<file path="config.mk">
export PLATFORM = sky130hd
export DESIGN_NAME = sh3_core
export DESIGN_NICKNAME = d
export VERILOG_FILES = /design/src/rtl/sh3_pkg.sv /design/src/rtl/sh3_core.sv
export SDC_FILE = /design/constraint.sdc
export NUM_CORES = 1
export LEC_CHECK = 0
export ABC_AREA = 1
export CAP_MARGIN = 20
export CORE_MARGIN = 4
export CORE_UTILIZATION = 45
export DETAILED_ROUTE_END_ITERATION = 10
export DONT_BUFFER_PORTS = 1
export PLACE_DENSITY_LB_ADDON = 0.08
export SYNTH_ARGS = -nofsm -noshare
export SYNTH_HDL_FRONTEND = slang
export SYNTH_SLANG_ARGS = --single-unit
</file>
<file path="constraint.sdc">
create_clock -name vclk -period 4.4
set_input_delay 0.22 -clock vclk [all_inputs]
set_output_delay 0.22 -clock vclk [all_outputs]
set_load 0.05 [all_outputs]
</file>
<file path="src/rtl/sh3_pkg.sv">
// shared constants, field widths and types for the cross-shaped sharpening stream
// no dependencies; imported by every module of the block

package sh3_pkg;

    // payload field widths
    localparam int PIX_W      = 8;
    localparam int ROW_W      = 12;
    localparam int IDX_W      = 13;
    localparam int TDATA_IN_W = 8;
    localparam int TDATA_W    = 40;

    // configuration port
    localparam int CFG_IW  = 2;
    localparam int CFG_DW  = 13;
    localparam int CW_W    = 12;
    localparam int CH_W    = 13;
    localparam int CC_W    = 3;

    localparam logic [CFG_IW-1:0] CFG_WIDTH_PIXELS  = 2'd0;
    localparam logic [CFG_IW-1:0] CFG_HEIGHT_ROWS   = 2'd1;
    localparam logic [CFG_IW-1:0] CFG_CHANNEL_COUNT = 2'd2;

    localparam logic [CW_W-1:0] RST_WIDTH_PIXELS  = 12'd640;
    localparam logic [CH_W-1:0] RST_HEIGHT_ROWS   = 13'd480;
    localparam logic [CC_W-1:0] RST_CHANNEL_COUNT = 3'd3;

    // default sizes
    localparam int MAX_LINE_BYTES_DEF = 8192;
    localparam int MAX_ROWS_DEF       = 4096;

    // position flags of one byte, from the counters to the datapath
    typedef struct packed {
        logic interior;
        logic frame_last;
    } t_pos_flags;

endpackage

</file>
<file path="src/rtl/sh3_core.sv">
// sharpening arithmetic: 5*centre minus the four neighbors, saturated to a byte
// depends on sh3_pkg

module sh3_core import sh3_pkg::*; (
    input  logic [PIX_W-1:0] i_centre,
    input  logic [PIX_W-1:0] i_left,
    input  logic [PIX_W-1:0] i_right,
    input  logic [PIX_W-1:0] i_upper,
    input  logic [PIX_W-1:0] i_lower,
    output logic [PIX_W-1:0] o_sharp
);

    logic [PIX_W+1:0] nb_sum;
    logic [PIX_W+2:0] centre5;
    logic [PIX_W+3:0] diff;

    always_comb begin
        nb_sum  = (PIX_W+2)'(i_left) + (PIX_W+2)'(i_right)
                + (PIX_W+2)'(i_upper) + (PIX_W+2)'(i_lower);
        centre5 = ((PIX_W+3)'(i_centre) << 2) + (PIX_W+3)'(i_centre);
        diff    = (PIX_W+4)'(centre5) - (PIX_W+4)'(nb_sum);
        if (diff[PIX_W+3])
            o_sharp = '0;
        else if (diff[PIX_W+2:PIX_W] != '0)
            o_sharp = '1;
        else
            o_sharp = diff[PIX_W-1:0];
    end

endmodule

</file>
======== Word level (Yosys, flattened, before mapping) ========
Index checks and enable logic that the tools add are counted.
cells by class
  reduce and logical (&&, ||, !) cells .... 1
  $add $sub $neg .......................... 5
  multiplexer cells ....................... 2
operators by type and width
  operator           number
  $mux 8             2
  $sub 11x10->12     1
  $add 10x8->11      1
  $add 10x8->10      1
  $add 9x8->10       1
  $add 8x8->9        1
  $reduce_bool 3->1  1
storage, ports and cells
  logic and storage cells ................. 8
  register bits ........................... 0
  bits of input ports ..................... 40
  output and inout bits ................... 8

======== Longest topological paths before layout ========
  depth after elaboration ................. 7
  depth in mapped cells ................... 18
  depth with buffers taken out ............ 18

======== Worst setup path before layout ========
No wires, ideal clock.
  path type ............................... input -> output
  start point ............................. in i_right[1]
  end point ............................... out o_sharp[0]
  slack ................................... 506 ps
  arrival ................................. 3674 ps
  buffers on the path ..................... 0
  data required time ...................... 4180 ps
  stages on the path ...................... 16
  cell sequence ........................... inv_1 > fa_1 > fa_1 > inv_1 > fa_1 > inv_1 > fa_1 > nand3_1 > nand3_2 > nand2_1 > nand2_1 > nand2_1 > nand2_1 > nand3_2 > nor2_4 > a21oi_1
between the ends
  longest elaborated chain between the ends .. 7
RTL lines
  item                RTL line        source
  start, declared     sh3_core.sv:7   input logic [PIX_W-1:0] i_right,
  $add 8x8->9 (*)     sh3_core.sv:18  nb_sum = (PIX_W+2)'(i_left) + (PIX_W+2)'(i_right)
  $add 9x8->10 (*)    sh3_core.sv:19  + (PIX_W+2)'(i_upper) + (PIX_W+2)'(i_lower);
  $add 10x8->10 (*)   sh3_core.sv:19
  $sub 11x10->12 (*)  sh3_core.sv:21  diff = (PIX_W+4)'(centre5) - (PIX_W+4)'(nb_sum);
  $reduce_bool 3->1   sh3_core.sv:24  else if (diff[PIX_W+2:PIX_W] != '0)
  $mux 8              sh3_core.sv:24
  $mux 8 (*)          sh3_core.sv:22  if (diff[PIX_W+3])
  end, declared       sh3_core.sv:10  output logic [PIX_W-1:0] o_sharp
Mark *: on every way between the ends. The rest lies on a longest branch, timed or not.

======== Worst setup path after layout ========
  start point ............................. in i_right[1]
  end point ............................... out o_sharp[3]
Same word-level chain as after synthesis.

==> qor.csv <==
metric,value,unit
switching_power,0.0006707,W
slowest_delay,550,ps
worstHoldStart,i_centre[0],
drc,0,
port_buffers,0,
p_per_area,635.8,nW/µm²
p_comb_share,100.0,%
core_area,3153,µm²
worstPathArrival,3530,ps
path_cells,inv_1 -> fa_1 -> fa_1 -> inv_1 -> fa_1 -> inv_1 -> fa_1 -> nand3_1 -> nand3_2 -> nand2_1 -> nand3_1 -> nand2_1 -> nand3_2 -> nor2_4 -> a21oi_1 -> buf_4,
cpLargestDelayFamily,adder cells,
finalCritPeriodShare,85.19,%
tns,0,ps
die_w,66.22,µm
holdBufCountCts,0,
multi_input_area,1217,µm²
internal_power,0.0003722,W
setup_viol_count_final,0,
tightest_slew,564.9,ps
hold_depth,4,
io_pins,48,
pre_cts_ws,636.2,ps
netlist_area,1525,µm²
dpl_cell_area,1640,µm²
seq_area,0,µm²
yosysUniqueCellTypes,18,
routabilityCongestion,0.8239,
dp_hpwl,2695,µm
first_pass_iters,4,
crit_required,4180,ps
vdd.ir_drop.worst,0.2778,mV
synth_nets,296,
n_fill_cell,333,
die_area,4385,µm²
vias_per_cell,4.650,
avgSynthCellArea,7.228,µm²
cp_max_fo,8,
timing.fmax,0.2668,GHz
timing.max_cap.violations,0,
worst-path-buf-inv,4,
synthTopCellsByArea,"fa_1 39%, inv_1 20%, ha_1 12%",
antenna_found_initial,0,
leakage,1.001,nW
final_util,52.02,%
min_to,o_sharp[0],
gr-usage-all-layers,13.78,%
yosys.area.top_type,fa_1,
worst_slack,651.8,ps
hold_viol,0,
initial_core_util,48.37,%
post_cts.repair.setup_buffers,0,
slowest_stage,fa_1,
status,"complete, no violations",
critPathKind,in2out,
design.seq.count,0,
yosysSeqAreaShare,0,%
cts_resized,0,
drtIter0Drc,20,
min_path_type,in2out,
grt_max_degree,9,
drive_above_1_share,5.936,%
worstSetupEndpointType,output pin,
grt_pass1_vias,1303,
p_sw_share,64.31,%
clockBufferCount,0,
postRouteAntennaNets,0,
design_area,1640,µm²
placementRows,20,
finalNetCount,306,
p_clk_share,0,%
area_growth,7.547,%
vias,1223,
die_h,66.22,µm
period_needed,3748,ps
gr-total-overflow,0,
antenna_cells,0,
wl_per_cell,10.49,µm
rsz0062_at_grt,no,
finalWirelength,2760,µm
cp_common_cell,fa_1,
slew_headroom,62.34,%
yosysTopAreaCellShare,39.38,%
slew_viol_final,0,
syn_inst,211,
start_kind,primary input,
yosysWarningCount,0,
grt_pass1_wl,5071,µm
p_seq_share,0,%
==> through the flow <==
| stage | cells | power [W] | hold slack (ps) |
|---|---|---|---|
| after floorplan | 211 | 0.0008386 | 976.4 |
| after global placement | 263 | 0.001051 | 912.6 |
| after detailed placement | 263 | 0.001052 | 913.1 |
| after CTS | 263 | 0.001058 | 914.3 |
| after global routing | 263 | 0.001186 | 963.4 |
| final | 263 | 0.001043 | 912.0 |
==> power groups by stage <==
stage          logic [W]  clock network [W]  registers, W
3_5_place_dp     0.00105                  0             0
6_report         0.00104                  0             0
3_3_place_gp     0.00105                  0             0
2_1_floorplan   0.000839                  0             0
4_1_cts          0.00106                  0             0
5_1_grt          0.00119                  0             0
==> layout by cell type (no fill, tap or decap), drive strengths merged <==
cell   count
inv       82
nand2     36
fa        30
ha        15
a21oi     15
nand3     10
buf        8
nor2       8
xnor2      5
xor2       3
nand4      3
mux2i      1
nor3       1
a31oi      1
o21ai      1
==> Yosys cell counts, drive strengths merged <==
cell type	number
nand4	3
o21ai	1
xor2	3
a21oi	15
mux2i	1
nand2	36
nor2	8
ha	15
nor3	1
nand3	10
xnor2	5
a31oi	1
inv	82
fa	30
==> worst max-delay path by stage <==
stage	cells after the start	start	to	slack, ps
2_1_floorplan	16	i_right[1]	o_sharp[0]	510
6_report	16	i_right[1]	o_sharp[3]	650
3_3_place_gp	16	i_right[1]	o_sharp[7]	690
3_5_place_dp	16	i_right[1]	o_sharp[3]	640
5_1_grt	15	i_centre[4]	o_sharp[7]	440
4_1_cts	16	i_right[1]	o_sharp[3]	630
==> cell families after synthesis <==
logic type,after synthesis,synth area share (%)
AND/OR/NAND/NOR,58,16.98
buffers and inverters,82,20.18
AO/OA/AOI/OAI,17,5.907
XOR/XNOR,8,4.594
multiplexers,1,0.6563
adder cells (fa/ha/maj),45,51.68
==> cell type report <==
cell class,count,share of cell area (%)
Inverter,82,18.76
Multi-Input combinational cell,129,74.22
Timing Repair Buffer,8,3.661
Tap cell,44,3.356
==> metal layers <==
metal	global-route usage (%)	wire [µm]
met3	0.3401	82
met1	17.17	1222
met2	27.51	1455
met5	0	0
met4	0	0
==> tightest hold or removal path: stages <==
cell and delay (ps):
ha_1 100, inv_1 30, a21oi_1 130, buf_4 200
Note: power is estimated with default switching activity, not from simulation.
