[config.mk]
export PLATFORM = sky130hd
export DESIGN_NAME = sh3_pos
export DESIGN_NICKNAME = d
export VERILOG_FILES = /design/src/rtl/sh3_pkg.sv /design/src/rtl/sh3_pos.sv
export SDC_FILE = /design/constraint.sdc
export NUM_CORES = 1
export LEC_CHECK = 0
export ABC_AREA = 0
export BUFFER_PORTS_ARGS = -buffer_cell sky130_fd_sc_hd__buf_2
export CORE_MARGIN = 4
export CORE_UTILIZATION = 50
export DETAILED_ROUTE_END_ITERATION = 16
export GPL_ROUTABILITY_DRIVEN = 0
export GPL_TIMING_DRIVEN = 0
export PLACE_DENSITY = 0.69
export SLEW_MARGIN = 0
export SYNTH_ARGS = -nofsm -noshare
export SYNTH_HDL_FRONTEND = slang
export SYNTH_SLANG_ARGS = --single-unit
[constraint.sdc]
create_clock -name i_clk -period 27.1 [get_ports i_clk]
set_input_delay 2.71 -clock i_clk [delete_from_list [all_inputs] [get_ports i_clk]]
set_output_delay 2.71 -clock i_clk [all_outputs]
set_load 0.05 [all_outputs]
[src/rtl/sh3_pkg.sv]
// shared constants, field widths and types for the cross-shaped sharpening stream
// no dependencies; imported by every module of the block

package sh3_pkg;

    // payload field widths
    localparam int PIX_W      = 8;
    localparam int ROW_W      = 12;
    localparam int IDX_W      = 13;
    localparam int TDATA_IN_W = 8;
    localparam int TDATA_W    = 40;

    // configuration port
    localparam int CFG_IW  = 2;
    localparam int CFG_DW  = 13;
    localparam int CW_W    = 12;
    localparam int CH_W    = 13;
    localparam int CC_W    = 3;

    localparam logic [CFG_IW-1:0] CFG_WIDTH_PIXELS  = 2'd0;
    localparam logic [CFG_IW-1:0] CFG_HEIGHT_ROWS   = 2'd1;
    localparam logic [CFG_IW-1:0] CFG_CHANNEL_COUNT = 2'd2;

    localparam logic [CW_W-1:0] RST_WIDTH_PIXELS  = 12'd640;
    localparam logic [CH_W-1:0] RST_HEIGHT_ROWS   = 13'd480;
    localparam logic [CC_W-1:0] RST_CHANNEL_COUNT = 3'd3;

    // default sizes
    localparam int MAX_LINE_BYTES_DEF = 8192;
    localparam int MAX_ROWS_DEF       = 4096;

    // position flags of one byte, from the counters to the datapath
    typedef struct packed {
        logic interior;
        logic frame_last;
    } t_pos_flags;

endpackage

[src/rtl/sh3_pos.sv]
// configuration registers, effective frame geometry and the row/byte counters
// depends on sh3_pkg

module sh3_pos import sh3_pkg::*; #(
    parameter int MAX_LINE_BYTES = MAX_LINE_BYTES_DEF,
    parameter int MAX_ROWS       = MAX_ROWS_DEF,
    parameter int AW             = $clog2(MAX_LINE_BYTES)
) (
    input  logic              i_clk,
    input  logic              i_rst_n,
    input  logic              i_cfg_valid,
    input  logic [CFG_IW-1:0] i_cfg_index,
    input  logic [CFG_DW-1:0] i_cfg_data,
    input  logic              i_advance,
    output logic [AW-1:0]     o_byte,
    output logic [AW-1:0]     o_right_addr,
    output logic [ROW_W-1:0]  o_out_row,
    output logic [CC_W-1:0]   o_chan,
    output t_pos_flags        o_flags
);

    localparam int LW   = $clog2(MAX_LINE_BYTES + 1);
    localparam int WW   = (LW > CW_W) ? LW : CW_W;
    localparam int RW   = $clog2(MAX_ROWS);
    localparam int HW   = $clog2(MAX_ROWS + 1);
    localparam int HCW  = (HW > CH_W) ? HW : CH_W;
    localparam int CAP1 = MAX_LINE_BYTES / 1;
    localparam int CAP2 = MAX_LINE_BYTES / 2;
    localparam int CAP3 = MAX_LINE_BYTES / 3;
    localparam int CAP4 = MAX_LINE_BYTES / 4;

    logic [CW_W-1:0] r_width;
    logic [CH_W-1:0] r_height;
    logic [CC_W-1:0] r_chan;
    logic [AW-1:0]   r_byte;
    logic [RW-1:0]   r_row;

    logic [CC_W-1:0] chan_eff;
    logic [WW-1:0]   cap;
    logic [WW-1:0]   w_sat;
    logic [WW-1:0]   w_eff;
    logic [WW-1:0]   len_prod;
    logic [LW-1:0]   len;
    logic [LW-1:0]   lim;
    logic [HCW-1:0]  h_sat;
    logic [HCW-1:0]  h_eff;
    logic [AW-1:0]   b_cur;
    logic [RW-1:0]   r_cur;
    logic [LW:0]     right_sum;
    logic [LW-1:0]   b_inc;
    logic [HCW-1:0]  r_inc;
    logic [AW-1:0]   n_byte;
    logic [RW-1:0]   n_row;

    // config registers
    always_ff @(posedge i_clk) begin
        if (!i_rst_n) begin
            r_width  <= RST_WIDTH_PIXELS;
            r_height <= RST_HEIGHT_ROWS;
            r_chan   <= RST_CHANNEL_COUNT;
        end else if (i_cfg_valid) begin
            unique case (i_cfg_index)
                CFG_WIDTH_PIXELS:  r_width  <= i_cfg_data[CW_W-1:0];
                CFG_HEIGHT_ROWS:   r_height <= i_cfg_data[CH_W-1:0];
                CFG_CHANNEL_COUNT: r_chan   <= i_cfg_data[CC_W-1:0];
                default: ;
            endcase
        end
    end

    // effective geometry
    always_comb begin
        if (r_chan == '0)
            chan_eff = CC_W'(1);
        else if (r_chan > CC_W'(4))
            chan_eff = CC_W'(4);
        else
            chan_eff = r_chan;

        unique case (chan_eff)
            CC_W'(1): cap = WW'(CAP1);
            CC_W'(2): cap = WW'(CAP2);
            CC_W'(3): cap = WW'(CAP3);
            default:  cap = WW'(CAP4);
        endcase

        w_sat    = (r_width < CW_W'(3)) ? WW'(3) : WW'(r_width);
        w_eff    = (w_sat > cap) ? cap : w_sat;
        len_prod = w_eff * WW'(chan_eff);
        len      = LW'(len_prod);
        lim      = len - LW'(chan_eff);

        h_sat = (r_height < CH_W'(3)) ? HCW'(3) : HCW'(r_height);
        h_eff = (h_sat > HCW'(MAX_ROWS)) ? HCW'(MAX_ROWS) : h_sat;
    end

    // current position, cleared if beyond a changed bound
    always_comb begin
        b_cur     = (LW'(r_byte) >= len) ? '0 : r_byte;
        r_cur     = (HCW'(r_row) >= h_eff) ? '0 : r_row;
        right_sum = (LW+1)'(b_cur) + (LW+1)'(chan_eff);
        o_right_addr = (right_sum >= (LW+1)'(MAX_LINE_BYTES)) ? '0 : AW'(right_sum);

        b_inc = LW'(b_cur) + LW'(1);
        r_inc = HCW'(r_cur) + HCW'(1);
        if (b_inc >= len) begin
            n_byte = '0;
            n_row  = (r_inc >= h_eff) ? '0 : RW'(r_inc);
        end else begin
            n_byte = AW'(b_inc);
            n_row  = r_cur;
        end
    end

    always_ff @(posedge i_clk) begin
        if (!i_rst_n) begin
            r_byte <= '0;
            r_row  <= '0;
        end else if (i_advance) begin
            r_byte <= n_byte;
            r_row  <= n_row;
        end
    end

    assign o_byte    = b_cur;
    assign o_chan    = chan_eff;
    assign o_out_row = ROW_W'(r_cur - RW'(1));

    assign o_flags.interior = (r_cur >= RW'(2)) && (LW'(b_cur) >= LW'(chan_eff))
                              && (LW'(b_cur) < lim);
    assign o_flags.frame_last = (HCW'(r_cur) == h_eff - HCW'(1))
                                && (LW'(b_cur) == lim - LW'(1));

endmodule

# ---- Yosys cells after proc, flatten, opt, wreduce, memory -nomap -nowiden
# Index checks and enable logic that the tools add are counted.
# Widths: inputs -> output; s select.
dict set report totals {
  in_bits 19
  elab_cells 54
  reg_bits 53
}
dict set report op_classes {
  reduce_logical 8
  n_eq_ne 7
  add_sub_neg 7
  n_mul 1
  n_lt_le_gt_ge 13
  n_mux 13
}
# cell n
set ops {}
lappend ops {{$mux 13} 5}
lappend ops {{$mux 12} 4}
lappend ops {{$pmux 14 s3} 1}
lappend ops {{$add 13x1->14 const B} 1}
lappend ops {{$add 13x3->14} 1}
lappend ops {{$eq 13x14->1} 1}
lappend ops {{$ge 13x14->1} 1}
lappend ops {{$ge 14x14->1} 1}
lappend ops {{$ge 14x14->1 const B} 1}
lappend ops {{$gt 12x14->1} 1}
lappend ops {{$lt 13x14->1} 1}
lappend ops {{$mul 14x3->14} 1}
lappend ops {{$mux 14} 1}
lappend ops {{$sub 14x1->14 const B} 1}
lappend ops {{$sub 14x3->14} 1}
lappend ops {{$add 12x1->13 const B} 1}
lappend ops {{$eq 12x13->1} 1}
lappend ops {{$ge 12x13->1} 1}
lappend ops {{$ge 13x13->1} 1}
lappend ops {{$ge 13x3->1} 1}
lappend ops {{$gt 13x13->1 const B} 1}
lappend ops {{$lt 13x2->1 const B} 1}
lappend ops {{$sub 13x1->13 const B} 1}
lappend ops {{$ge 12x2->1 const B} 1}
lappend ops {{12 further kinds} 18}

# ---- Longest topological paths before layout
dict set report logic_depth {
  ltp_word 13
  mapped_depth 48
  ltp_nobuf 45
}

# ---- Worst setup path after synthesis
# OpenSTA, ideal clock, no wires.
dict set report synth_timing {
  kind {register to output}
  from {register r_chan[2]}
  to {output o_flags[1] (netlist bit)}
  arrival_ns 9.048
  setup_slack_ns 15.342
  n_path_buf 3
  required_time_ns 24.390
  stages_incl_launch_ff 41
  cell_sequence {dfxtp_1 buf_2 nor2b_1 nand2_1 ha_1 a211o_1 a2111oi_2 o2bb2ai_1 nand2b_1 clkbuf_1 nor2_1 a21oi_1 nand2_1 fa_1 inv_1 ha_1 fa_1 a21oi_1 [5 not listed] ha_1 and4_1 a311o_1 o32ai_2 buf_2 and2_1 ha_1 nor2b_1 o21a_1 o21a_1 o21a_1 o21a_1 o21ai_0 a21oi_1 nor3_1 o21ai_0 a21o_1 a21oi_1}
}
# element line_no
set synth_lines {}
lappend synth_lines {{start: declaration} sh3_pos.sv:34} ;# logic [CC_W-1:0] r_chan;
lappend synth_lines {{start signal: assignment} sh3_pos.sv:65} ;# CFG_CHANNEL_COUNT: r_chan <= i_cfg_data[CC_W-1:0];
lappend synth_lines {{end: declaration} sh3_pos.sv:19} ;# output t_pos_flags o_flags

==> flow_summary.rst <==
.. list-table::
   :header-rows: 1

   * - Metric
     - Value
   * - Critical path's top delay family
     - compound AO/OA/AOI/OAI gates
   * - Net count, final
     - 1214
   * - Max transition margin
     - 19.6%
   * - Area growth from synthesis to layout
     - 9.08%
   * - Register-to-register setup slack
     - 15.48 ns
   * - Most frequently used cell type in the post-synthesis netlist
     - sky130_fd_sc_hd__nand2_1
   * - Starting DRC count in detailed routing
     - 491
   * - Outcome
     - complete, no violations
   * - Primary FF master, synth
     - sky130_fd_sc_hd__dfxtp_1
   * - HPWL reported at the end of detailed placement
     - 17.0 mm
   * - Maximum number of pins on one net before global-route repair
     - 19
   * - Worst stage delay on the critical path
     - 0.54 ns
   * - Setup Buffers After CTS
     - 0
   * - Syn Inst Count
     - 1018
   * - Root buffer cell
     - sky130_fd_sc_hd__clkbuf_16
   * - Global routing met3 resource utilization
     - 2.66%
   * - Final max-slew violation count
     - 0
   * - Cell row count
     - 44
   * - Final Skew
     - 0.00748 ns
   * - Maximum frequency from static timing analysis
     - 76.5 MHz
   * - Aggregate global routing overflow
     - 0
   * - Number of gates on the worst path with buffers counted
     - 40
   * - Post-route DRC violation count
     - 0
   * - Number of global-route vias before repair
     - 7037
   * - Highest fanout seen on the critical path
     - 10
   * - Capture point of the worst path
     - o_flags[0]
   * - Die boundary width
     - 130 um
   * - Fraction of the cycle the final worst path needs
     - 48.3%
   * - Die height
     - 130 um
   * - Leakage component of the power
     - 3.63 nW
   * - Insertion delay of the later-clocked pin in the worst-skew pair
     - 0.31 ns
   * - RSZ-0062 raised after global routing
     - false
   * - Final routed wirelength across all metal layers
     - 20.9 mm
   * - Max-cap violation count
     - 0
   * - GRT Max-Usage Layer
     - met2
   * - TritonCTS clock tree
     - done
   * - Clock transition at the register clock pins on the worst setup and hold paths after CTS
     - 0.08 ns
   * - Post-CTS sizing
     - 0
   * - Post-synthesis share of cell area spent on xor and xnor gates
     - 9.43%
   * - Fraction of final layout cells sized beyond drive strength 1
     - 9.22%
   * - Endpoint of the worst-slack reg-to-reg timing path
     - r_row[10]$_SDFFE_PN0P_
   * - Post-synthesis average cell area
     - 7.31 um2
   * - Drt first pass iters
     - 5
   * - Drt via density
     - 5.83
   * - Antenna cells
     - 0
   * - Share of synthesized cell area in full adder, half adder and majority cells
     - 20.1%
   * - Final hold violation count
     - 0
   * - Setup violators final
     - 0
   * - Startpoint of the most critical register-to-register path
     - r_chan[2]$_SDFFE_PN0P_
   * - Worst path slowest cell
     - sky130_fd_sc_hd__fa_1
   * - Area of the core
     - 14500 um2
   * - Hold-fix buffers, CTS
     - 0
   * - Path category of the worst min-delay check
     - reg -> reg
   * - Pwr per Cell Area
     - 32.8 nW/um2
   * - #FFs+latches synth
     - 53
   * - Initial antenna violation count
     - 0
   * - Startpoint kind of the worst setup timing path
     - register
   * - Worst Path Arrival
     - 10.37 ns
   * - Share of the synthesized area in the top cell type
     - 16.3%
   * - Number of buffers created by CTS
     - 5
   * - Number of fillers in the final layout
     - 1464
   * - Peak VDD IR
     - 0.0000324 V
   * - Cell count of the worst reg-to-reg path
     - 47
   * - Count of clock tree sinks
     - 53
   * - Ys async rst share
     - 0%
   * - Pin slew with the least headroom to its limit
     - 1.18 ns
   * - Startpoint-to-endpoint class of the critical path
     - reg -> out
   * - Net count after synthesis
     - 1148
   * - Top-Level Pins
     - 62
   * - Critical path data required time
     - 24.39 ns
   * - Final critical path time including I/O delays and setup
     - 13.08 ns
   * - Number of routed nets with antenna violations
     - 0
   * - Synth Area in Simple Gates
     - 28.8%
   * - Wire length of the first global-routing pass
     - 34.5 mm
   * - Main combinational cell family by area after synthesis
     - simple AND/OR/NAND/NOR gates
   * - Number of different library cells in the post-synthesis netlist
     - 85
   * - CTS Buffer Depth
     - 2
   * - Post-synthesis cell area
     - 7440 um2
   * - Post-synthesis compound-gate area fraction
     - 21.1%
   * - Met1 Resource Use GR
     - 31.5%
   * - Sequential-to-total area share from yosys stat
     - 14.3%
   * - Global router's overall resource usage
     - 25.1%
   * - Number of enable-type register cells in the synthesized netlist
     - 0
   * - Count of yosys warnings during synthesis
     - 0
   * - Buffers & Inverters on Critical Path
     - 7
   * - Total via count in the routed design
     - 7396
   * - Final standard cell utilization of the core
     - 55.9%
   * - Startpoint of the worst setup timing path
     - r_chan[2]$_SDFFE_PN0P_
   * - Area enclosed by the die boundary
     - 16900 um2
   * - Sum Neg Setup Slack
     - 0 ns
   * - Met2 global-route usage
     - 45.1%
   * - Type of element capturing the critical path
     - output port
   * - Dominant cell type by area after synthesis
     - sky130_fd_sc_hd__ha_1
   * - Leading post-synthesis cells by instance count
     - sky130_fd_sc_hd__nand2_1 (137), sky130_fd_sc_hd__ha_1 (97), sky130_fd_sc_hd__nor2_1 (94)
   * - Dominant cells by area after synthesis
     - sky130_fd_sc_hd__ha_1 (16%), sky130_fd_sc_hd__dfxtp_1 (14%), sky130_fd_sc_hd__nand2_1 (6.9%)
   * - Detailed-route wire length per cell
     - 16.5 um
   * - Fraction of synthesized area in multiplexers
     - 0.672%
   * - Starting Density
     - 51.2%
   * - PortBufs
     - 59
   * - Number of levels the H-tree was split into
     - 2
==> sequential cells by signal (all words and copies together), names as in the netlist <==
signal	count
r_byte	13
r_chan	3
r_row	12
r_width	12
r_height	13
==> placed cells by master (no fill, tap or decap), types with 5 or more instances in the layout <==
cell type / count
sky130_fd_sc_hd__inv_1: 48
sky130_fd_sc_hd__fa_1: 14
sky130_fd_sc_hd__nor3b_1: 6
sky130_fd_sc_hd__o21a_1: 16
sky130_fd_sc_hd__a22oi_1: 10
sky130_fd_sc_hd__o21ai_1: 8
sky130_fd_sc_hd__o21ai_0: 37
sky130_fd_sc_hd__nor2_1: 94
sky130_fd_sc_hd__xor2_1: 20
sky130_fd_sc_hd__nand3_1: 50
sky130_fd_sc_hd__xnor2_1: 47
sky130_fd_sc_hd__nand2_1: 137
sky130_fd_sc_hd__a21oi_1: 65
sky130_fd_sc_hd__or3_1: 10
sky130_fd_sc_hd__a21o_1: 19
sky130_fd_sc_hd__and3_1: 11
sky130_fd_sc_hd__mux2i_1: 5
sky130_fd_sc_hd__clkbuf_1: 50
sky130_fd_sc_hd__nand2b_1: 20
sky130_fd_sc_hd__dfxtp_1: 53
sky130_fd_sc_hd__nand4_1: 9
sky130_fd_sc_hd__ha_1: 97
sky130_fd_sc_hd__nor4_1: 8
sky130_fd_sc_hd__a31oi_1: 8
sky130_fd_sc_hd__nor3_1: 28
sky130_fd_sc_hd__and2_1: 18
sky130_fd_sc_hd__nor2b_1: 14
sky130_fd_sc_hd__buf_2: 63
sky130_fd_sc_hd__clkbuf_16: 5
sky130_fd_sc_hd__o211ai_1: 5
==> metal layers <==
| metal | routed length, um | vias to the layer above |
|---|---|---|
| met5 | 0 | - |
| li1 | - | 3744 |
| met2 | 10200 | 161 |
| met4 | 454 | 0 |
| met3 | 766 | 35 |
| met1 | 9480 | 3456 |
==> worst min path at each step <==
stage,start,depth (start not counted),end,slack (ns)
4_1_cts,r_width[1]$_SDFFE_PN0P_,2,r_width[1]$_SDFFE_PN0P_,0.49
3_3_place_gp,r_width[1]$_SDFFE_PN0P_,2,r_width[1]$_SDFFE_PN0P_,0.47
2_1_floorplan,r_width[1]$_SDFFE_PN0P_,2,r_width[1]$_SDFFE_PN0P_,0.44
3_5_place_dp,r_width[1]$_SDFFE_PN0P_,2,r_width[1]$_SDFFE_PN0P_,0.48
6_report,r_width[1]$_SDFFE_PN0P_,2,r_width[1]$_SDFFE_PN0P_,0.50
5_1_grt,r_width[0]$_SDFFE_PN0P_,2,r_width[0]$_SDFFE_PN0P_,0.53
==> layout make-up <==
class / instances / area, um2 / share of cell area (%)
Sequential cell: 53 / 1060 / 13.1
Clock inverter: 3 / 25.0 / 0.308
Timing Repair Buffer: 59 / 295 / 3.64
Tap cell: 184 / 230 / 2.84
Buffer: 57 / 228 / 2.81
Inverter: 51 / 191 / 2.36
Multi-Input combinational cell: 857 / 5960 / 73.4
Clock buffer: 5 / 125 / 1.54
==> power by group <==
group          leakage, nW  switching [W]  internal (W)
sequential           0.430     0.00000275     0.0000796
clock               0.0704      0.0000344     0.0000349
combinational         3.13      0.0000699     0.0000450
==> logic make-up (layout without fill, tap and decap cells) <==
| kind of cell | count (synthesis) | count (layout) |
|---|---|---|
| AO/OA/AOI/OAI | 232 | 232 |
| multiplexers | 5 | 5 |
| AND/OR/NAND/NOR | 436 | 436 |
| XOR/XNOR | 72 | 72 |
| adder cells (fa/ha/maj) | 111 | 111 |
| flip-flops | 53 | 53 |
| other | 1 | 1 |
| buffers and inverters | 108 | 175 |
==> stage by stage <==
stage / std cells / power [W] / area (um2) / setup WS [ns] / hold slack (ns)
floorplan: 1018 / 0.000173 / 7440 / 15.34 / 0.437
global placement: 1261 / 0.000196 / 7970 / 14.51 / 0.466
detailed placement: 1261 / 0.000198 / 7970 / 14.44 / 0.479
CTS: 1269 / 0.000267 / 8120 / 14.08 / 0.490
global route: 1269 / 0.000287 / 8120 / 13.39 / 0.525
finish: 1269 / 0.000267 / 8120 / 14.02 / 0.499
==> tightest hold or removal path: cells and delay by family (launching register included) <==
family / cells / cell delay [ns]
compound gates: 1 / 0.06
flops: 1 / 0.33
simple gates: 1 / 0.07
No activity file was read; power rests on OpenSTA's default activity.
